File: src/rtl/fpc_pkg.sv
// Shared types, constants and the CRC-32 byte step for the firmware package checker.
// No dependencies; the interfaces aside, every other file imports this package.
package fpc_pkg;

   localparam int unsigned MAX_BYTES_DEFAULT = 1048576;
   localparam int unsigned SLOTS_DEFAULT = 5;
   localparam int unsigned SIZE_W = 25;
   localparam int unsigned OFF_W = 33;
   localparam logic [31:0] CRC_POLY = 32'hEDB88320;
   localparam logic [31:0] CRC_INIT = 32'hFFFFFFFF;
   localparam int unsigned HDR_FIXED = 44;
   localparam int unsigned SLOT_STRIDE = 12;
   localparam int unsigned TRAILER_BYTES = 4;
   localparam int unsigned AUTH_SPAN = 6;

   localparam logic [2:0] REC_RGB = 3'd0;
   localparam logic [2:0] REC_DEPTH = 3'd1;
   localparam logic [2:0] REC_AUDIO = 3'd2;
   localparam logic [2:0] REC_SLOT0 = 3'd3;

   typedef struct packed {
      logic [SIZE_W-1:0] size;
      logic              crc_ok;
      logic              overflow;
   } job_type;

   function automatic logic [31:0] crc_byte(input logic [31:0] crc, input logic [7:0] b);
      logic [31:0] c;
      c = crc ^ {24'd0, b};
      for (int k = 0; k < 8; k++) begin
         c = c[0] ? ((c >> 1) ^ CRC_POLY) : (c >> 1);
      end
      return c;
   endfunction

endpackage

File: src/rtl/fpc_req_if.sv
// Byte channel into the checker: valid/ready handshake with one package byte.
// Depends on nothing.
interface fpc_req_if;
   logic       valid;
   logic       ready;
   logic [7:0] data_byte;
   logic       last_byte;

   modport source (output valid, output data_byte, output last_byte, input ready);
   modport sink (input valid, input data_byte, input last_byte, output ready);
endinterface

File: src/rtl/fpc_front.sv
// Front end: accepts package bytes, writes the store, runs the CRC and trailer window.
// Depends on fpc_pkg and fpc_req_if; hands a job descriptor to the queue on the last byte.
module fpc_front
   import fpc_pkg::*;
#(
   parameter int unsigned MAX_PACKAGE_BYTES = MAX_BYTES_DEFAULT
) (
   input  logic                                 clock,
   input  logic                                 reset,
   fpc_req_if.sink                              req,
   input  logic                                 allow,
   output logic                                 wr_en,
   output logic [$clog2(MAX_PACKAGE_BYTES)-1:0] wr_addr,
   output logic [7:0]                           wr_data,
   output logic                                 job_push,
   output job_type                              job
);

   localparam int unsigned CNT_W = $clog2(MAX_PACKAGE_BYTES + 1);
   localparam int unsigned ADDR_W = $clog2(MAX_PACKAGE_BYTES);

   logic [CNT_W-1:0] count_ff, count_in, count_step;
   logic [31:0]      crc_ff, crc_in, crc_step;
   logic [31:0]      trailer_ff, trailer_in, trailer_step;
   logic             ovf_ff, ovf_in, ovf_step;
   logic             accept, room;

   assign req.ready = allow;
   assign accept = req.valid && allow;
   assign room = count_ff < CNT_W'(MAX_PACKAGE_BYTES);

   always_comb begin
      count_step = count_ff;
      crc_step = crc_ff;
      trailer_step = trailer_ff;
      ovf_step = ovf_ff;
      if (room) begin
         if (count_ff >= CNT_W'(TRAILER_BYTES)) begin
            crc_step = crc_byte(crc_ff, trailer_ff[7:0]);
         end
         trailer_step = {req.data_byte, trailer_ff[31:8]};
         count_step = count_ff + CNT_W'(1);
      end else begin
         ovf_step = 1'b1;
      end
   end

   always_comb begin
      count_in = count_ff;
      crc_in = crc_ff;
      trailer_in = trailer_ff;
      ovf_in = ovf_ff;
      if (accept) begin
         if (req.last_byte) begin
            count_in = '0;
            crc_in = CRC_INIT;
            trailer_in = '0;
            ovf_in = 1'b0;
         end else begin
            count_in = count_step;
            crc_in = crc_step;
            trailer_in = trailer_step;
            ovf_in = ovf_step;
         end
      end
   end

   always_ff @(posedge clock) begin
      if (reset) begin
         count_ff <= '0;
         crc_ff <= CRC_INIT;
         trailer_ff <= '0;
         ovf_ff <= 1'b0;
      end else begin
         count_ff <= count_in;
         crc_ff <= crc_in;
         trailer_ff <= trailer_in;
         ovf_ff <= ovf_in;
      end
   end

   assign wr_en = accept && room;
   assign wr_addr = count_ff[ADDR_W-1:0];
   assign wr_data = req.data_byte;

   assign job_push = accept && req.last_byte;
   assign job.size = SIZE_W'(count_step);
   assign job.overflow = ovf_step;
   assign job.crc_ok = !ovf_step && (trailer_step == crc_step);

endmodule

File: src/flat_wrapper.sv
// flat-port wrapper written by rule: the top's interface ports become plain ports
module fpc_front_flat import fpc_pkg::*;
#(
   parameter int unsigned MAX_PACKAGE_BYTES = MAX_BYTES_DEFAULT
)
  (clock, reset, allow, wr_en, wr_addr, wr_data, job_push, job, req_valid, req_data_byte, req_last_byte, req_ready);
  fpc_req_if req_i ();
  input  logic clock;
  input  logic reset;
  input  logic allow;
  output logic wr_en;
  output logic [$clog2(MAX_PACKAGE_BYTES)-1:0] wr_addr;
  output logic [7:0] wr_data;
  output logic job_push;
  output job_type job;
  input wire logic [$bits(req_i.valid)-1:0] req_valid;
  input wire logic [$bits(req_i.data_byte)-1:0] req_data_byte;
  input wire logic [$bits(req_i.last_byte)-1:0] req_last_byte;
  output wire logic [$bits(req_i.ready)-1:0] req_ready;
  assign req_i.valid = req_valid;
  assign req_i.data_byte = req_data_byte;
  assign req_i.last_byte = req_last_byte;
  assign req_ready = req_i.ready;
  fpc_front #(.MAX_PACKAGE_BYTES(MAX_PACKAGE_BYTES)) u_core (.clock(clock), .reset(reset), .req(req_i), .allow(allow), .wr_en(wr_en), .wr_addr(wr_addr), .wr_data(wr_data), .job_push(job_push), .job(job));
endmodule
File: config.mk
export PLATFORM = sky130hd
export DESIGN_NAME = fpc_front_flat
export DESIGN_NICKNAME = d
export VERILOG_FILES = /design/src/rtl/fpc_pkg.sv /design/src/rtl/fpc_req_if.sv /design/src/rtl/fpc_front.sv /design/src/flat_wrapper.sv
export SDC_FILE = /design/constraint.sdc
export NUM_CORES = 1
export LEC_CHECK = 0
export ABC_AREA = 0
export BUFFER_PORTS_ARGS = -buffer_cell sky130_fd_sc_hd__buf_4
export CAP_MARGIN = 20
export CORE_ASPECT_RATIO = 0.75
export CORE_UTILIZATION = 45
export DETAILED_ROUTE_END_ITERATION = 12
export PLACE_DENSITY = 0.61
export SLEW_MARGIN = 20
export SYNTH_ARGS = -nofsm -noshare
export SYNTH_HDL_FRONTEND = slang
export SYNTH_SLANG_ARGS = --single-unit
File: constraint.sdc
create_clock -name clock -period 4.1 [get_ports clock]
set_clock_uncertainty 0.1 [all_clocks]
set_input_delay 1.025 -clock clock [delete_from_list [all_inputs] [get_ports clock]]
set_output_delay 1.025 -clock clock [all_outputs]
set_load 0.02 [all_outputs]
### Word level (Yosys, flattened, before mapping)

Index checks and enable logic that the tools add are counted.

* latch bits: 0
* output and inout port bits: 58
* memory bits (read-only): 0
* input port bits: 13
* bits in writable memories: 0
* register bits: 86
* memories kept: 0

* mux-type cells: 17
* $lt $le $gt $ge: 2
* shifts and indexed selects: 0
* reduce and logical (&&, ||, !) cells: 5
* eq/ne operators: 1
* $mul: 0
* bitwise logic cells: 9
* divide/modulo/power cells: 0
* add/subtract/negate cells: 1

Operator list (number)
* $mux 32: 13
* $not 13->14: 8
* $mux 21: 2
* $eq 32x32->1: 1
* $xor 32x8->32: 1
* $add 21x1->21 const B: 1
* $ge 21x3->1 const B: 1
* $lt 21x21->1 const B: 1
* $logic_and 1x1->1: 4
* $mux 1: 2
* $logic_not 1->1: 1

### Logic depth before layout (Yosys ltp)

* word-level depth: 21
* mapped depth: 10
* depth with buffers taken out: 9

### Least setup slack after synthesis

OpenSTA, ideal clock, no wires.

* path type: register to output
* start point: reg u_core.crc_ff[0]
* end point: out job[1] (netlist bit)
* stages on the path, launching flop included: 9
* path slack: 647 ps
* data required time: 2975 ps
* arrival time: 2328 ps
* cell sequence: dfxtp_1 -> xnor2_4 -> xnor3_1 -> a2bb2oi_1 -> nor3_1 -> a2111oi_2 -> nand4_1 -> nor3_1 -> o2111a_1

RTL lines
* start: declaration: RTL line fpc_front.sv:23 `logic [31:0] crc_ff, crc_in, crc_step;`
* start signal: assignment: RTL line fpc_front.sv:76 `crc_ff <= crc_in;`
* end: declaration: RTL line flat_wrapper.sv:15 `output job_type job;`

==> impl_metrics.py <==
metrics = {
    "outcome": {
        "status": "finished with violations",
        "violations": "negative setup slack",
    },
    "logic_synthesis": {
        "synth_area_per_cell_sq_um": 8.83,
        "synth-edff-count": 0,
        "ys_ff_latch": 86,
        "ys_seq_area_frac": 0.297,
        "async_reset_ff_frac": 0,
        "ys_warn_count": 0,
        "synth_compound_area_frac": 0.191,
        "synthSimpleGateAreaFrac": 0.146,
        "synthMuxAreaShare": 0.0300,
        "postSynthCellCount": 656,
        "yosysUniqueCellTypes": 59,
        "synth_top_family_by_area": "XOR/XNOR gates",
        "syn-cell-area_sq_um": 5800,
        "synthAdderAreaFrac": 0.00432,
        "synth_xor_area_frac": 0.252,
        "synthFlopType": "dfxtp_1",
    },
    "timing": {
        "hold_viol_final": 0,
        "min_period_ns": 4.27,
        "slew_viol_final": 0,
        "slew_headroom": 0.480,
        "tns_ns": -0.173,
        "rsz0062_at_grt": "yes",
        "worstMarginPinSlew_ns": 0.781,
        "finalCritPeriodShare": 1.04,
        "final-setup-viol-count": 1,
        "setup_ws_ns": -0.173,
        "max_freq_ghz": 0.234,
    },
    "floorplan": {
        "die_w_microns": 133,
        "initial_core_util": 0.466,
        "core_sq_um": 12400,
        "io_pins": 71,
        "dieHeight_microns": 100,
        "dieArea_sq_um": 13300,
        "rows": 35,
    },
    "drt": {
        "wl_met1_microns": 8950,
        "wl_met2_microns": 7350,
        "firstDrtPassIters": 5,
        "initialDrtViolationCount": 490,
        "met3_length_microns": 1770,
        "vias_per_cell": 5.92,
        "antenna_left": 0,
        "drt_wl_total_microns": 18400,
        "vias": 5136,
        "dr.max_layer_used": "met4",
        "wire_per_inst_microns": 21.2,
        "drc": 0,
    },
    "power_and_ir_drop": {
        "p_leak_nw": 2.87,
        "p_switching_w": 0.000431,
        "seqPwrFrac": 0.475,
        "power.share.switching": 0.242,
        "peakVddDrop_mv": 0.209,
        "powerDensity_nw_per_um2": 265,
        "p_int_w": 0.00135,
        "pwr-share-clk": 0.463,
        "pwr-share-comb": 0.062,
    },
    "min_path": {
        "hp-class": "flop to flop",
        "min_from": "u_core.crc_ff[19]$_SDFFE_PP1P_",
    },
    "grt": {
        "grt_pass1_wl_microns": 28300,
        "antenna_found_initial": 1,
        "track_usage": 0.282,
        "grt_max_degree": 55,
        "grt.overflow.total": 0,
        "grt_pass1_vias": 4716,
    },
    "worst_setup_path": {
        "worstPathRequired_ns": 2.97,
        "crit_arrival_ns": 3.15,
        "startpoint": "req_data_byte[2]",
        "crit_fanout": 7,
        "reg2reg_from": "u_core.count_ff[13]$_SDFFE_PP0P_",
        "crit_type": "primary input to output port",
        "start_kind": "primary input",
        "worstSetupEndpointType": "output port",
    },
    "clock_network": {
        "clkTransAtPathRegs_ns": 0.06,
        "clock_latency_ns": 0.34,
        "holdBufCountCts": 0,
        "cts.sinks": 86,
        "cts_buffer_depth": 2,
        "numCtsBuffers": 9,
        "htree_levels": 3,
        "root_buffer": "clkbuf_16",
        "cts_tree": "built",
    },
    "place": {
        "place.port_buffers": 66,
        "place.gp.congestion": 0.916,
        "hpwlAfterDp_microns": 13600,
        "dp.cells": 851,
    },
    "job": {
        "drv_cap": 0,
    },
    "finish": {
        "drive_above_1_share": 0.204,
        "fin_nets": 711,
        "syn_to_final_growth_pct": 16.1,
        "fin_cells": 868,
        "fillers": 1167,
    },
}
## cell type report
cell class              instances  area, sq um  area share
diodes                          1         2.50    0.000372
clock inverters                 5         58.8     0.00874
multi-input cells             486         3670       0.546
flip-flops and latches         86         1720       0.256
well taps                     166          208      0.0309
clock buffers                  11          233      0.0346
inverters                      16         60.1     0.00893
repair buffers                 97          769       0.114
## Yosys cell counts (all sizes together) (13+ instances only)
master	number	area share
a22oi	48	0.062
o211ai	30	0.039
mux2i	14	0.024
nand3	20	0.017
clkbuf	32	0.021
xnor2	67	0.13
nor3	13	0.011
xor2	34	0.053
o21ai	15	0.013
inv	15	0.0097
buf	39	0.048
nor2	70	0.046
dfxtp	86	0.30
a21oi	20	0.017
nand2	56	0.036
## final timing paths
kind | to | slack, ns | depth (start not counted)
worst min register to register | u_core.crc_ff[19]$_SDFFE_PP1P_ | 0.40 | 2
worst min-delay path | u_core.crc_ff[19]$_SDFFE_PP1P_ | 0.40 | 2
worst max-delay path | job[1] | -0.17 | 9
worst max register to register | u_core.crc_ff[6]$_SDFFE_PP1P_ | 1.58 | 7
## cell usage in the layout, fill, tap and decap left out, types with 3 or more instances in the layout
master / n
a21oi_1: 19
clkbuf_16: 9
and3_1: 7
dfxtp_1: 85
xor2_1: 33
buf_4: 93
nor2b_1: 5
xor3_1: 7
xnor3_1: 11
a31oi_1: 3
o2111ai_1: 4
mux2_2: 3
nor3_1: 11
nand4_1: 5
conb_1: 4
mux2i_1: 14
xnor2_4: 6
a22oi_1: 48
o22ai_1: 6
inv_1: 15
nand2_1: 55
o2111a_1: 3
nand3_1: 20
xnor2_2: 7
nor2_2: 3
xnor2_1: 54
nor2_1: 67
o211ai_1: 30
a2111oi_0: 6
nand2b_1: 5
buf_12: 3
o21ai_0: 13
## sequential cells by signal, summed over array words and instances (netlist names)
signal             flops
u_core.count_ff       21
u_core.ovf_ff          1
u_core.trailer_ff     32
u_core.crc_ff         32
## worst max-delay path, stage by stage
cell      delay [ns]
buf_12          0.11
a222oi_1        0.61
a41oi_1         0.21
o32a_1          0.37
a21oi_2         0.12
nand4_1         0.13
nor3_2          0.19
o2111a_1        0.26
buf_6           0.13
## what timing repair did
item,in CTS,in global routing
endpoints found under the hold margin,0,0
pin swaps,2,1
resized for setup,9,3
buffers inserted,0,0
endpoints found under the setup margin,1,2
## power by group through the flow
| stage | clock, W | combinational, W | sequential, W |
|---|---|---|---|
| final | 0.000824 | 0.000111 | 0.000845 |
| after global placement | 0 | 0.000107 | 0.000864 |
| after floorplan | 0 | 0.0000691 | 0.000861 |
| after detailed placement | 0 | 0.000108 | 0.000864 |
| after CTS | 0.000836 | 0.000110 | 0.000845 |
| after global routing | 0.000869 | 0.000118 | 0.000845 |
## logic make-up (layout without fill, tap and decap cells)
| logic type | count (synthesis) | after routing |
|---|---|---|
| AND/OR/NAND/NOR | 191 | 191 |
| AO/OA/AOI/OAI | 153 | 153 |
| multiplexers | 17 | 17 |
| adder cells (fa/ha/maj) | 2 | 2 |
| XOR/XNOR | 119 | 119 |
| flip-flops | 86 | 86 |
| other | 1 | 5 |
| buffers and inverters | 87 | 129 |
## metal layers
metal / up-vias / track usage
met4: 0 / 0.0725
li1: 2375 / -
met2: 245 / 0.382
met1: 2490 / 0.425
met5: - / 0
met3: 26 / 0.0859
## metrics by stage
step / setup slack, ns / total power, W / util / hold WS [ns] / cell area, sq um
finish: -0.173 / 0.00178 / 0.541 / 0.399 / 6730
global route: -0.283 / 0.00183 / 0.541 / 0.437 / 6730
CTS: -0.138 / 0.00179 / 0.540 / 0.399 / 6720
detailed placement: -0.219 / 0.000972 / 0.513 / 0.391 / 6380
global placement: -0.337 / 0.000971 / 0.512 / 0.376 / 6370
floorplan: 0.647 / 0.000930 / - / 0.358 / 5810
Note: power is estimated with default switching activity, not from simulation.
