==> src/rtl/fpc_pkg.sv <==
// Shared types, constants and the CRC-32 byte step for the firmware package checker.
// No dependencies; the interfaces aside, every other file imports this package.
package fpc_pkg;

   localparam int unsigned MAX_BYTES_DEFAULT = 1048576;
   localparam int unsigned SLOTS_DEFAULT = 5;
   localparam int unsigned SIZE_W = 25;
   localparam int unsigned OFF_W = 33;
   localparam logic [31:0] CRC_POLY = 32'hEDB88320;
   localparam logic [31:0] CRC_INIT = 32'hFFFFFFFF;
   localparam int unsigned HDR_FIXED = 44;
   localparam int unsigned SLOT_STRIDE = 12;
   localparam int unsigned TRAILER_BYTES = 4;
   localparam int unsigned AUTH_SPAN = 6;

   localparam logic [2:0] REC_RGB = 3'd0;
   localparam logic [2:0] REC_DEPTH = 3'd1;
   localparam logic [2:0] REC_AUDIO = 3'd2;
   localparam logic [2:0] REC_SLOT0 = 3'd3;

   typedef struct packed {
      logic [SIZE_W-1:0] size;
      logic              crc_ok;
      logic              overflow;
   } job_type;

   function automatic logic [31:0] crc_byte(input logic [31:0] crc, input logic [7:0] b);
      logic [31:0] c;
      c = crc ^ {24'd0, b};
      for (int k = 0; k < 8; k++) begin
         c = c[0] ? ((c >> 1) ^ CRC_POLY) : (c >> 1);
      end
      return c;
   endfunction

endpackage

==> src/rtl/fpc_queue.sv <==
// Two-entry job queue between the front end and the decoder.
// Depends on fpc_pkg.
module fpc_queue
   import fpc_pkg::*;
(
   input  logic    clock,
   input  logic    reset,
   input  logic    push,
   input  job_type push_job,
   input  logic    pop,
   output logic    not_empty,
   output job_type head
);

   job_type    slot_ff [2];
   logic       wptr_ff, wptr_in, rptr_ff, rptr_in;
   logic [1:0] fill_ff, fill_in;
   logic       do_push, do_pop;

   assign do_push = push && (fill_ff != 2'd2);
   assign do_pop = pop && (fill_ff != 2'd0);
   assign not_empty = fill_ff != 2'd0;
   assign head = slot_ff[rptr_ff];

   always_comb begin
      wptr_in = wptr_ff ^ do_push;
      rptr_in = rptr_ff ^ do_pop;
      fill_in = fill_ff + 2'(do_push) - 2'(do_pop);
   end

   always_ff @(posedge clock) begin
      if (reset) begin
         wptr_ff <= 1'b0;
         rptr_ff <= 1'b0;
         fill_ff <= 2'd0;
      end else begin
         wptr_ff <= wptr_in;
         rptr_ff <= rptr_in;
         fill_ff <= fill_in;
      end
   end

   always_ff @(posedge clock) begin
      if (do_push) begin
         slot_ff[wptr_ff] <= push_job;
      end
   end

endmodule

==> config.mk <==
export PLATFORM = sky130hd
export DESIGN_NAME = fpc_queue
export DESIGN_NICKNAME = d
export VERILOG_FILES = /design/src/rtl/fpc_pkg.sv /design/src/rtl/fpc_queue.sv
export SDC_FILE = /design/constraint.sdc
export NUM_CORES = 1
export LEC_CHECK = 0
export BUFFER_PORTS_ARGS = -buffer_cell sky130_fd_sc_hd__buf_2
export CAP_MARGIN = 10
export CORE_AREA = 4 4 71 73
export DETAILED_ROUTE_END_ITERATION = 12
export DIE_AREA = 0 0 75 77
export PLACE_DENSITY = 0.76
export SLEW_MARGIN = 10
export SYNTH_ARGS = -nofsm -noshare
export SYNTH_HDL_FRONTEND = slang
export SYNTH_SLANG_ARGS = --single-unit
==> constraint.sdc <==
create_clock -name clock -period 4.8 [get_ports clock]
set_input_delay 0.96 -clock clock [delete_from_list [all_inputs] [get_ports clock]]
set_output_delay 0.96 -clock clock [all_outputs]
set_load 0.01 [all_outputs]
* Yosys cells after proc, flatten, opt, wreduce, memory -nomap -nowiden *
Memories as Yosys holds them, arrays and structs flattened. A register that Yosys moved wholly into a read port is not among the register bits.
Index checks and enable logic that the tools add are counted.

cells by class
  $add $sub $neg = 2
  equal/unequal tests = 1
  muxes and demuxes = 3
  bitwise gates (word level) = 2
  reduce and logical (&&, ||, !) cells = 3

operators with widths
  kind                  count
  $mux W1               3
  $add A2 B1 Y2         1
  $logic_and A1 B1 Y1   2
  $ne A2 B2 Y1 const B  1
  $reduce_bool A2 Y1    1
  $sub A2 B1 Y2         1
  $xor A1 B1 Y1         2

storage, ports and cells
  flip-flop bits (word level) = 4
  memory bits (writable) = 54
  input port bits = 31
  output and inout port bits = 28
  word-level logic and storage cells = 15
  memories = 1

memories
  name     words  width  rd ports  clocked after Yosys merged registers in  wr ports  RTL line         RTL
  slot_ff  2      27     1         1                                        1         fpc_queue.sv:15  job_type slot_ff [2];

* Depth between registers and ports, before layout *
Gate-level depths: netlist of run 1.

  depth after elaboration = 4
  mapped depth = 6
  depth with buffers taken out = 6

* Least setup slack after synthesis of run 1 *
Ideal clock, no wire load.

  path kind = input to register
  start point = in push
  end point = mem slot_ff[0][0] (netlist bit) (enable)
  library setup time = 0.386 ns
  arrival = 1.916 ns
  setup slack = 2.498 ns
  stages = 2
  path buffers = 0
  cell sequence = a21boi_0 ha_1

on the way
  word-level cells in the longest chain between the ends = 3

RTL lines
  item                           RTL line         RTL
  start: declaration             fpc_queue.sv:8   input logic push,
  $logic_and A1 B1 Y1            fpc_queue.sv:20  assign do_push = push && (fill_ff != 2'd2);
  $mux W1                        fpc_queue.sv:44  if (do_push) begin
  $mux W1 (not written as such)  fpc_queue.sv:45  slot_ff[wptr_ff] <= push_job;
  end: declaration               fpc_queue.sv:15

Every way passes these cells.

==> load_flow_metrics.sql, run 1 <==
INSERT INTO impl_metrics (metric_group, metric, value, unit) VALUES
('global_route', 'antenna_found_initial', '0', ''),
('clock_tree', 'cts_resized', '0', ''),
('finish', 'final_common_cell', 'sky130_fd_sc_hd__buf_2', ''),
('clock_tree', 'clock_insertion_delay_worst_skew', '320', 'ps'),
('synth', 'synthesis.yosys.warnings', '0', ''),
('route', 'final_antenna_net_count', '0', ''),
('power', 'clockPowerShare', '27.9', '%'),
('power', 'combPwrFrac', '18.2', '%'),
('clock_tree', 'post_cts_buffers', '0', ''),
('timing', 'clock.fmax', '0.385', 'GHz'),
('placed_design', 'buffer_ports.inserted', '58', ''),
('placed_design', 'place.gp.congestion', '0.676', ''),
('clock_tree', 'cts-root-to-sink-buffers', '2', ''),
('clock_tree', 'cts_hold_buf', '0', ''),
('synth', 'yosys.cell_types.count', '20', ''),
('finish', 'area_growth', '22.7', '%'),
('power', 'netSwitchingFraction', '25.1', '%'),
('finish', 'final_core_utilization', '61.3', '%'),
('route', 'wl_met3', '337', 'µm'),
('power', 'sequentialPowerShare', '53.9', '%'),
('synth', 'cell_type_contributing_the_most_total_cell_area_after_synthesis', 'sky130_fd_sc_hd__edfxtp_1', ''),
('route', 'routed_via_density', '5.00', ''),
('worst_setup_path', 'critical_path.max_fanout', '28', ''),
('finish', 'finalInstanceArea', '2670', 'µm²'),
('synth', 'proportion_of_synthesized_chip_area_in_sequential_cells', '78.3', '%'),
('global_route', 'grt_pass1_wl', '5910', 'µm'),
('route', 'drt_first_iter_violations', '73', ''),
('timing', 'maxSlewHeadroom', '56.0', '%'),
('route', 'remaining_drc_errors', '0', ''),
('synth', 'yosys-top-cells-area', 'sky130_fd_sc_hd__edfxtp_1, sky130_fd_sc_hd__mux2_2, sky130_fd_sc_hd__dfxtp_1, sky130_fd_sc_hd__ha_1, sky130_fd_sc_hd__buf_4', ''),
('worst_setup_path', 'timing.setup.critical_path_class', 'reg2out', ''),
('synth', 'netlist_instances', '110', ''),
('finish', 'antennaDiodeCount', '0', ''),
('route', 'drt_first_pass_iters', '4', ''),
('timing', 'timing_max_transition_violations_final', '0', ''),
('placed_design', 'dpl.hpwl', '2640', 'µm'),
('global_route', 'maximum_number_of_pins_on_one_net_before_global_route_repair', '29', ''),
('timing', 'timing_worst_slew_pin_value', '660', 'ps'),
('synth', 'post-synth-top-area-fraction', '74.6', '%'),
('timing', 'hold_viol_final', '0', ''),
('timing', 'fin_crit_sh', '54.1', '%'),
('die', 'io_pins', '59', ''),
('route', 'wire_per_inst', '16.0', 'µm'),
('finish', 'ratio_of_cells_with_drive_above_1_in_the_final_layout', '55.2', '%'),
('power', 'power.ir.vdd_worst', '0.298', 'mV'),
('synth', 'postSynthAreaPerCell', '19.8', 'µm²'),
('run', 'max-cap-violations', '0', ''),
('power', 'power_report.internal_total', '0.913', 'mW'),
('power', 'power.density', '457', 'nW/µm²'),
('global_route', 'global_route.overflow_total', '0', ''),
('clock_tree', 'numCtsBuffers', '9', ''),
('die', 'core_region_area', '4350', 'µm²'),
('worst_setup_path', 'critPathLaunchType', 'register', ''),
('run_status', 'outcome', 'finished, final reports clean', ''),
('worst_setup_path', 'critical_path_arrival', '1630', 'ps'),
('min_path', 'worstHoldPathType', 'reg2reg', ''),
('clock_tree', 'tritoncts_num_sinks', '58', ''),
('clock_tree', 'cts_root_buffer', 'sky130_fd_sc_hd__clkbuf_8', ''),
('clock_tree', 'cts_htree_levels', '3', ''),
('synth', 'synth_fp_nets', '143', ''),
('timing', 'timing.setup.tns', '0', 'ps'),
('finish', 'fin_cells', '233', ''),
('timing', 'rsz0062_at_grt', 'false', ''),
('timing', 'finalSetupViolations', '0', ''),
('synth', 'postSynthRegisterBits', '58', ''),
('route', 'routed.top_layer', 'met4', ''),
('die', 'floorplan.initialDensity', '49.9', '%'),
('synth', 'synth.cell_area', '2170', 'µm²'),
('global_route', 'grtUsageTotal', '14.2', '%'),
('route', 'detail_route_met2_wl', '1940', 'µm'),
('finish', 'layout.filler_cells', '332', '');
-- sequential cells by signal (all words and copies together) (netlist names) --
register and flops:
wptr_ff 1, fill_ff 2, rptr_ff 1, slot_ff 54
-- critical path, cell delays in order, from the launching register on --
cell and delay (ps):
sky130_fd_sc_hd__dfxtp_2 750, sky130_fd_sc_hd__mux2_2 420, sky130_fd_sc_hd__buf_2 140
-- cells in the mapped netlist --
library cell	number
sky130_fd_sc_hd__or2_2	1
sky130_fd_sc_hd__mux2i_1	1
sky130_fd_sc_hd__nor2b_1	2
sky130_fd_sc_hd__mux2_1	1
sky130_fd_sc_hd__buf_4	2
sky130_fd_sc_hd__mux2_2	27
sky130_fd_sc_hd__inv_1	2
sky130_fd_sc_hd__and2_1	1
sky130_fd_sc_hd__dfxtp_1	4
sky130_fd_sc_hd__a21oi_1	1
sky130_fd_sc_hd__a21boi_0	1
sky130_fd_sc_hd__o21ai_0	2
sky130_fd_sc_hd__xor2_1	1
sky130_fd_sc_hd__buf_2	1
sky130_fd_sc_hd__a32oi_1	1
sky130_fd_sc_hd__ha_1	2
sky130_fd_sc_hd__a21bo_1	1
sky130_fd_sc_hd__edfxtp_1	54
sky130_fd_sc_hd__nor2_1	4
sky130_fd_sc_hd__nand3_1	1
-- per-stage QoR --
stage	setup WS [ps]	power, mW
2_1_floorplan	2500	0.801
5_1_grt	2090	1.29
3_3_place_gp	2080	0.883
4_1_cts	1740	1.24
3_5_place_dp	1980	0.895
6_report	2210	1.22
-- power groups by stage --
stage | Clock [mW] | Combinational [mW] | Sequential [mW]
3_5_place_dp | 0 | 0.225 | 0.669
2_1_floorplan | 0 | 0.160 | 0.640
5_1_grt | 0.378 | 0.243 | 0.665
6_report | 0.341 | 0.222 | 0.657
4_1_cts | 0.354 | 0.227 | 0.659
3_3_place_gp | 0 | 0.219 | 0.663
-- kinds of logic after synthesis --
logic type                 after synthesis  share of synthesized area [%]
xor gates and xnor gates                 1                          0.403
buffers and inverters                    5                           1.27
DFF                                     58                           78.3
AOI/OAI and AO/OA                        6                           1.90
muxes                                   29                           15.0
adders and majority gates                2                           1.15
and+or+nand+nor                          9                           2.07
-- final cells by class --
| cell class | count | area (µm²) | area share, % |
|---|---|---|---|
| sequential | 58 | 1700 | 63.8 |
| multi-input combinational | 47 | 449 | 16.8 |
| timing repair buffer | 58 | 290 | 10.9 |
| clock buffer | 11 | 131 | 4.92 |
| tap | 52 | 65.1 | 2.44 |
| clock inverter | 5 | 21.3 | 0.797 |
| inverter | 2 | 7.51 | 0.281 |
-- path summary, 6_finish.rpt --
path,startpoint,to,slack [ps],cells after the start
max,rptr_ff$_SDFF_PP0_,head[22],2210,2
max reg2reg,fill_ff[0]$_SDFF_PP0_,slot_ff[0][22]$_DFFE_PP_,2990,3
min,wptr_ff$_SDFF_PP0_,wptr_ff$_SDFF_PP0_,580,3
min reg2reg,wptr_ff$_SDFF_PP0_,wptr_ff$_SDFF_PP0_,580,3
-- metal layers --
layer  global-route usage (%)  up-vias
met5                        0        -
met4                     6.41        0
met3                     7.06        4
met2                     23.2       42
met1                     15.1      563
li1                         -      556
Power figures use the tool's default switching activity.
==> run 2: changes to the inputs <==
--- a/config.mk
+++ b/config.mk
@@ -7,10 +7,10 @@
 export LEC_CHECK = 0
 export BUFFER_PORTS_ARGS = -buffer_cell sky130_fd_sc_hd__buf_2
 export CAP_MARGIN = 10
-export CORE_AREA = 4 4 71 73
+export CORE_AREA = 4 4 74 76
 export DETAILED_ROUTE_END_ITERATION = 12
-export DIE_AREA = 0 0 75 77
-export PLACE_DENSITY = 0.76
+export DIE_AREA = 0 0 78 80
+export PLACE_DENSITY = 0.73
 export SLEW_MARGIN = 10
 export SYNTH_ARGS = -nofsm -noshare
 export SYNTH_HDL_FRONTEND = slang
==> constraint.sdc (replaced) <==
create_clock -name clock -period 2.28 [get_ports clock]
set_input_delay 0.456 -clock clock [delete_from_list [all_inputs] [get_ports clock]]
set_output_delay 0.456 -clock clock [all_outputs]
set_load 0.01 [all_outputs]
==> run 2 against run 1 <==
Net effect: via count is essentially flat; critical path depth grew 1; critical endpoint is now head[5]; largest power group unchanged; flip-flop and latch count is the same.
==> load_flow_metrics.sql, run 2 (same netlist as run 1, synthesis figures left out) <==
INSERT INTO impl_metrics (metric_group, metric, value, unit) VALUES
('clock_tree', 'cts-root-to-sink-buffers', '2', ''),
('route', 'drt_first_iter_violations', '32', ''),
('route', 'wirelength', '3740', 'µm'),
('global_route', 'maximum_number_of_pins_on_one_net_before_global_route_repair', '28', ''),
('worst_setup_path', 'critPathLaunchType', 'register', ''),
('worst_setup_path', 'endpoint_kind', 'primary output', ''),
('finish', 'ratio_of_cells_with_drive_above_1_in_the_final_layout', '54.6', '%'),
('worst_setup_path', 'critical_path_buf_inv_count', '2', ''),
('power', 'clockPowerShare', '30.1', '%'),
('run_status', 'outcome', 'finished, final reports clean', ''),
('power', 'cellLeakagePower', '1.04', 'nW'),
('global_route', 'grt_pass1_wl', '6000', 'µm'),
('timing', 'fin_crit_sh', '91.4', '%'),
('finish', 'nets', '213', ''),
('finish', 'multi_input_area', '445', 'µm²'),
('route', 'routed_via_density', '4.62', ''),
('clock_tree', 'cts_htree_levels', '3', ''),
('placed_design', 'dpl.hpwl', '2530', 'µm'),
('timing', 'clock.fmax', '0.480', 'GHz'),
('power', 'sequentialPowerShare', '50.7', '%'),
('global_route', 'grt.met1_usage', '15.1', '%'),
('finish', 'area_growth', '25.5', '%'),
('timing', 'hold_viol_final', '0', ''),
('clock_tree', 'tritoncts', 'done', ''),
('clock_tree', 'clk_pin_slew_worst_setup_hold_paths', '60', 'ps'),
('finish', 'max_flop_register', 'slot_ff', ''),
('power', 'power_report.internal_total', '2.01', 'mW'),
('die', 'fp.dieArea', '6240', 'µm²'),
('route', 'detailroute.via_count', '1164', ''),
('route', 'remaining_drc_errors', '0', ''),
('timing', 'rsz0062_at_grt', 'false', ''),
('die', 'core_region_area', '4720', 'µm²'),
('worst_setup_path', 'crit_family', 'flip-flops', ''),
('worst_setup_path', 'timing.critical_path.required', '1820', 'ps'),
('power', 'p_sw', '0.646', 'mW'),
('finish', 'final_common_cell', 'sky130_fd_sc_hd__buf_2', ''),
('die', 'floorplan.initialDensity', '46.0', '%'),
('worst_setup_path', 'critical_path.max_fanout', '12', ''),
('min_path', 'worstHoldPathType', 'in2reg', ''),
('timing', 'finalCriticalPeriod', '2080', 'ps'),
('finish', 'largest_register_ffs', '54', ''),
('global_route', 'antenna_found_initial', '0', ''),
('route', 'drt_first_pass_iters', '4', ''),
('worst_setup_path', 'timing.setup.critical_path_class', 'reg2out', ''),
('run', 'max-cap-violations', '0', ''),
('clock_tree', 'cts_hold_buf', '0', ''),
('clock_tree', 'tritoncts_num_sinks', '58', ''),
('worst_setup_path', 'critPathSlowestCell', 'sky130_fd_sc_hd__dfxtp_1', ''),
('die', 'rows', '25', ''),
('clock_tree', 'clock_insertion_delay_worst_skew', '320', 'ps'),
('finish', 'layout.filler_cells', '383', ''),
('power', 'power.ir.vdd_worst', '0.425', 'mV'),
('timing', 'maxSlewHeadroom', '75.4', '%'),
('power', 'combPwrFrac', '19.2', '%'),
('power', 'netSwitchingFraction', '24.3', '%'),
('power', 'power.density', '973', 'nW/µm²'),
('global_route', 'global_route.overflow_total', '0', ''),
('finish', 'area.sequential', '1700', 'µm²'),
('timing', 'hold_slack', '322', 'ps'),
('timing', 'worst_clock_skew', '4.84', 'ps'),
('global_route', 'grt.met2_usage', '20.3', '%'),
('worst_setup_path', 'crit_path_max_incr_delay', '540', 'ps'),
('global_route', 'globalRoute.busiestLayer', 'met2', ''),
('clock_tree', 'numCtsBuffers', '9', ''),
('die', 'io_pins', '59', ''),
('worst_setup_path', 'critical_path_arrival', '1630', 'ps'),
('worst_setup_path', 'worst_path_cell_chain', 'buf_4 -> mux2_2 -> buf_2', ''),
('worst_setup_path', 'reg2reg_slack', '580', 'ps'),
('timing', 'finalSetupViolations', '0', ''),
('timing', 'timing_worst_slew_pin_value', '369', 'ps'),
('route', 'wire_per_inst', '14.8', 'µm'),
('clock_tree', 'cts_resized', '0', ''),
('timing', 'timing_max_transition_violations_final', '0', ''),
('die', 'die_width', '78', 'µm'),
('clock_tree', 'post_cts_buffers', '0', ''),
('finish', 'final_cell_mix', 'sky130_fd_sc_hd__buf_2, sky130_fd_sc_hd__edfxtp_1, sky130_fd_sc_hd__mux2_2', ''),
('placed_design', 'place.gp.congestion', '0.683', ''),
('clock_tree', 'cts_root_buffer', 'sky130_fd_sc_hd__clkbuf_8', ''),
('finish', 'top_regs', 'slot_ff (54), fill_ff (2)', ''),
('route', 'final_antenna_net_count', '0', ''),
('global_route', 'grt_pass1_vias', '1264', ''),
('finish', 'antennaDiodeCount', '0', ''),
('global_route', 'met3_capacity_usage_during_global_routing', '5.08', '%'),
('placed_design', 'buffer_ports.inserted', '58', ''),
('global_route', 'grtUsageTotal', '13.1', '%'),
('die', 'die_h', '80', 'µm'),
('timing', 'timing.setup.tns', '0', 'ps');
## run 2: path summary, 6_finish.rpt
kind | start | endpoint | depth (start not counted)
setup / recovery | rptr_ff$_SDFF_PP0_ | head[5] | 3
hold / removal | push_job[22] | slot_ff[1][22]$_DFFE_PP_ | 1
setup reg to reg | fill_ff[0]$_SDFF_PP0_ | slot_ff[0][11]$_DFFE_PP_ | 4
hold reg to reg | wptr_ff$_SDFF_PP0_ | wptr_ff$_SDFF_PP0_ | 3
## run 2: cell type report
cell class | instances | area share, %
clock buffer | 16 | 6.24
inverter | 2 | 0.275
multi-input combinational | 47 | 16.3
sequential | 58 | 62.4
tap | 67 | 3.07
timing repair buffer | 62 | 11.7
## run 2: power by group through the flow
| stage | clock network, mW | registers [mW] | logic, mW |
|---|---|---|---|
| after floorplan | 0 | 1.35 | 0.338 |
| after global placement | 0 | 1.36 | 0.507 |
| after detailed placement | 0 | 1.37 | 0.519 |
| after CTS | 0.822 | 1.35 | 0.524 |
| after global routing | 0.875 | 1.36 | 0.565 |
| final | 0.799 | 1.35 | 0.510 |
## run 2: layer usage
layer	share of wire [%]	wire [µm]	up-vias
met5	0	0	-
met4	2.7	100	0
met3	6.7	252	9
met2	46	1730	42
met1	44	1650	548
li1	-	-	565
## run 2: stage by stage
stage	instances	util, %	worst slack (ps)	area [µm²]	total power, mW
floorplan	110	-	482	2170	1.69
global placement	236	54.2	538	2560	1.87
detailed placement	236	54.2	461	2560	1.89
CTS	252	57.8	154	2730	2.69
global route	252	57.8	81.4	2730	2.80
finish	252	57.8	197	2730	2.66
## run 2: worst reg2reg max path, cell delays in order, from the launching register on
cell and delay (ps):
sky130_fd_sc_hd__dfxtp_1 420, sky130_fd_sc_hd__inv_1 90, sky130_fd_sc_hd__a21boi_0 300, sky130_fd_sc_hd__ha_1 210, sky130_fd_sc_hd__buf_4 330
==> run 3: changes to the inputs <==
--- a/config.mk
+++ b/config.mk
@@ -7,10 +7,11 @@
 export LEC_CHECK = 0
 export BUFFER_PORTS_ARGS = -buffer_cell sky130_fd_sc_hd__buf_2
 export CAP_MARGIN = 10
-export CORE_AREA = 4 4 74 76
+export CORE_AREA = 4 4 67 84
 export DETAILED_ROUTE_END_ITERATION = 12
-export DIE_AREA = 0 0 78 80
+export DIE_AREA = 0 0 71 88
 export PLACE_DENSITY = 0.73
+export REMOVE_ABC_BUFFERS = 1
 export SLEW_MARGIN = 10
 export SYNTH_ARGS = -nofsm -noshare
 export SYNTH_HDL_FRONTEND = slang
==> run 3 against run 2 <==
Net effect: critical path depth did not move; non-clock buffer count did not move; die area rose by 0.13%; register-to-register slack improved by 30 ps; critical endpoint is now head[13]; utilization fell by 0.76 points; largest cell class unchanged; via count rose by 0.34%; worst hold slack got worse by 2.0 ps; largest power group unchanged; fmax rose by 7.3%; sequential share of layout area rose by 0.29 points.
==> load_flow_metrics.sql, run 3 (same netlist as run 1, synthesis figures left out) <==
INSERT INTO impl_metrics (metric_group, metric, value, unit) VALUES
('timing', 'finalSetupViolations', '0', ''),
('die', 'io_pins', '59', ''),
('clock_tree', 'numCtsBuffers', '9', ''),
('finish', 'final_cell_mix', 'sky130_fd_sc_hd__buf_2, sky130_fd_sc_hd__edfxtp_1, sky130_fd_sc_hd__mux2_2', ''),
('route', 'final_antenna_net_count', '0', ''),
('finish', 'final_common_cell', 'sky130_fd_sc_hd__buf_2', ''),
('route', 'routed_via_density', '4.77', ''),
('worst_setup_path', 'worst_r2r_path_depth', '4', ''),
('finish', 'top_regs', 'slot_ff (54), fill_ff (2)', ''),
('global_route', 'grt_pass1_wl', '6050', 'µm'),
('worst_setup_path', 'critPathLaunchType', 'register', ''),
('timing', 'maxSlewHeadroom', '76.5', '%'),
('clock_tree', 'post_cts_buffers', '0', ''),
('clock_tree', 'tritoncts_num_sinks', '58', ''),
('worst_setup_path', 'crit_path_max_incr_delay', '440', 'ps'),
('timing', 'fin_crit_sh', '85.1', '%'),
('finish', 'final_core_utilization', '57.0', '%'),
('die', 'floorplan.initialDensity', '45.6', '%'),
('timing', 'timing.setup.tns', '0', 'ps'),
('timing', 'clock.fmax', '0.515', 'GHz'),
('worst_setup_path', 'worst_path_cell_chain', 'buf_12 -> mux2_2 -> buf_2', ''),
('timing', 'timing_max_transition_violations_final', '0', ''),
('global_route', 'grtUsageTotal', '13.3', '%'),
('timing', 'timing_worst_slew_pin_value', '352', 'ps'),
('route', 'wire_per_inst', '15.4', 'µm'),
('route', 'drt_first_iter_violations', '42', ''),
('power', 'power.density', '959', 'nW/µm²'),
('route', 'detailroute.via_count', '1168', ''),
('clock_tree', 'cts_resized', '0', ''),
('global_route', 'maximum_number_of_pins_on_one_net_before_global_route_repair', '28', ''),
('worst_setup_path', 'timing.critical_path.required', '1820', 'ps'),
('worst_setup_path', 'critical_path_arrival', '1480', 'ps'),
('clock_tree', 'cts_root_buffer', 'sky130_fd_sc_hd__clkbuf_8', ''),
('finish', 'largest_register_ffs', '54', ''),
('die', 'rows', '28', ''),
('worst_setup_path', 'timing.setup.critical_path_class', 'reg2out', ''),
('global_route', 'antenna_found_initial', '0', ''),
('global_route', 'grt_pass1_vias', '1364', ''),
('die', 'fp.dieArea', '6250', 'µm²'),
('clock_tree', 'cts-root-to-sink-buffers', '2', ''),
('clock_tree', 'cts_htree_levels', '3', ''),
('finish', 'area.sequential', '1700', 'µm²'),
('finish', 'max_flop_register', 'slot_ff', ''),
('worst_setup_path', 'endpoint_kind', 'primary output', ''),
('die', 'die_width', '71', 'µm'),
('clock_tree', 'clk_pin_slew_worst_setup_hold_paths', '60', 'ps'),
('power', 'cellLeakagePower', '1.04', 'nW'),
('placed_design', 'dpl.hpwl', '2700', 'µm'),
('finish', 'antennaDiodeCount', '0', ''),
('finish', 'finalInstanceArea', '2720', 'µm²'),
('route', 'remaining_drc_errors', '0', ''),
('clock_tree', 'clock_insertion_delay_worst_skew', '320', 'ps'),
('worst_setup_path', 'critical_path.max_fanout', '25', ''),
('placed_design', 'post_dp_cell_area', '2560', 'µm²'),
('timing', 'finalCriticalPeriod', '1940', 'ps'),
('route', 'drt_first_pass_iters', '3', ''),
('finish', 'layout.filler_cells', '423', ''),
('run_status', 'outcome', 'finished, final reports clean', ''),
('finish', 'ratio_of_cells_with_drive_above_1_in_the_final_layout', '55.1', '%'),
('placed_design', 'place.gp.congestion', '0.669', ''),
('timing', 'hold_slack', '320', 'ps'),
('timing', 'worst_clock_skew', '3.98', 'ps'),
('timing', 'hold_viol_final', '0', ''),
('power', 'power.ir.vdd_worst', '0.707', 'mV'),
('route', 'wirelength', '3770', 'µm'),
('timing', 'rsz0062_at_grt', 'false', ''),
('global_route', 'global_route.overflow_total', '0', ''),
('finish', 'area_growth', '24.9', '%'),
('finish', 'multi_input_area', '445', 'µm²'),
('clock_tree', 'cts_hold_buf', '0', ''),
('placed_design', 'buffer_ports.inserted', '58', ''),
('worst_setup_path', 'critPathSlowestCell', 'sky130_fd_sc_hd__dfxtp_1', ''),
('clock_tree', 'tritoncts', 'done', ''),
('die', 'die_h', '88', 'µm'),
('die', 'core_region_area', '4760', 'µm²'),
('min_path', 'hold-path-cell-count', '1', ''),
('run', 'max-cap-violations', '0', ''),
('finish', 'nets', '213', ''),
('min_path', 'worstHoldPathType', 'in2reg', '');
[run 3: cell count changes in the layout (fill, tap and decap cells not counted)]
cell                       change
sky130_fd_sc_hd__clkinv_1      +1
sky130_fd_sc_hd__clkbuf_8      -2
sky130_fd_sc_hd__clkbuf_1      -2
sky130_fd_sc_hd__buf_4         -1
sky130_fd_sc_hd__clkinv_2      +3
sky130_fd_sc_hd__buf_12        +1
[run 3: cell type report]
class | instances | share of cell area, %
clock inverter | 4 | 0.691
timing repair buffer | 62 | 12.3
clock buffer | 12 | 4.97
sequential | 58 | 62.6
tap | 60 | 2.76
multi-input combinational | 47 | 16.4
inverter | 2 | 0.276
[run 3: layer usage]
| metal | vias up | global-route usage [%] | part of all wire [%] |
|---|---|---|---|
| met3 | 8 | 3.56 | 5.7 |
| met5 | - | 0 | 0 |
| met4 | 0 | 9.74 | 2.3 |
| met2 | 28 | 24.7 | 58 |
| li1 | 569 | - | - |
| met1 | 563 | 12.4 | 34 |
[run 3: worst paths after layout]
path | start | endpoint | slack [ps]
max | rptr_ff$_SDFF_PP0_ | head[13] | 340
min reg2reg | wptr_ff$_SDFF_PP0_ | wptr_ff$_SDFF_PP0_ | 600
max reg2reg | fill_ff[0]$_SDFF_PP0_ | slot_ff[0][10]$_DFFE_PP_ | 610
min | push_job[17] | slot_ff[0][17]$_DFFE_PP_ | 320
[run 3: where the power goes]
part           internal (mW)  switching, mW  total (mW)
sequential              1.30         0.0437        1.34
combinational          0.261          0.262       0.523
clock                  0.385          0.353       0.738
total                   1.95          0.659        2.61
[run 3: critical path: cells and delay by family (launching register included)]
family / cells / cell delay, ps
multiplexers: 1 / 360
flip-flops: 1 / 440
buffers and inverters: 2 / 360
[run 3: stage by stage]
stage | cells | setup slack, ps | total power, mW
global route | 245 | 257 | 2.75
CTS | 245 | 312 | 2.65
detailed placement | 229 | 514 | 1.90
finish | 245 | 339 | 2.61
global placement | 229 | 632 | 1.88
floorplan | 107 | 482 | 1.67
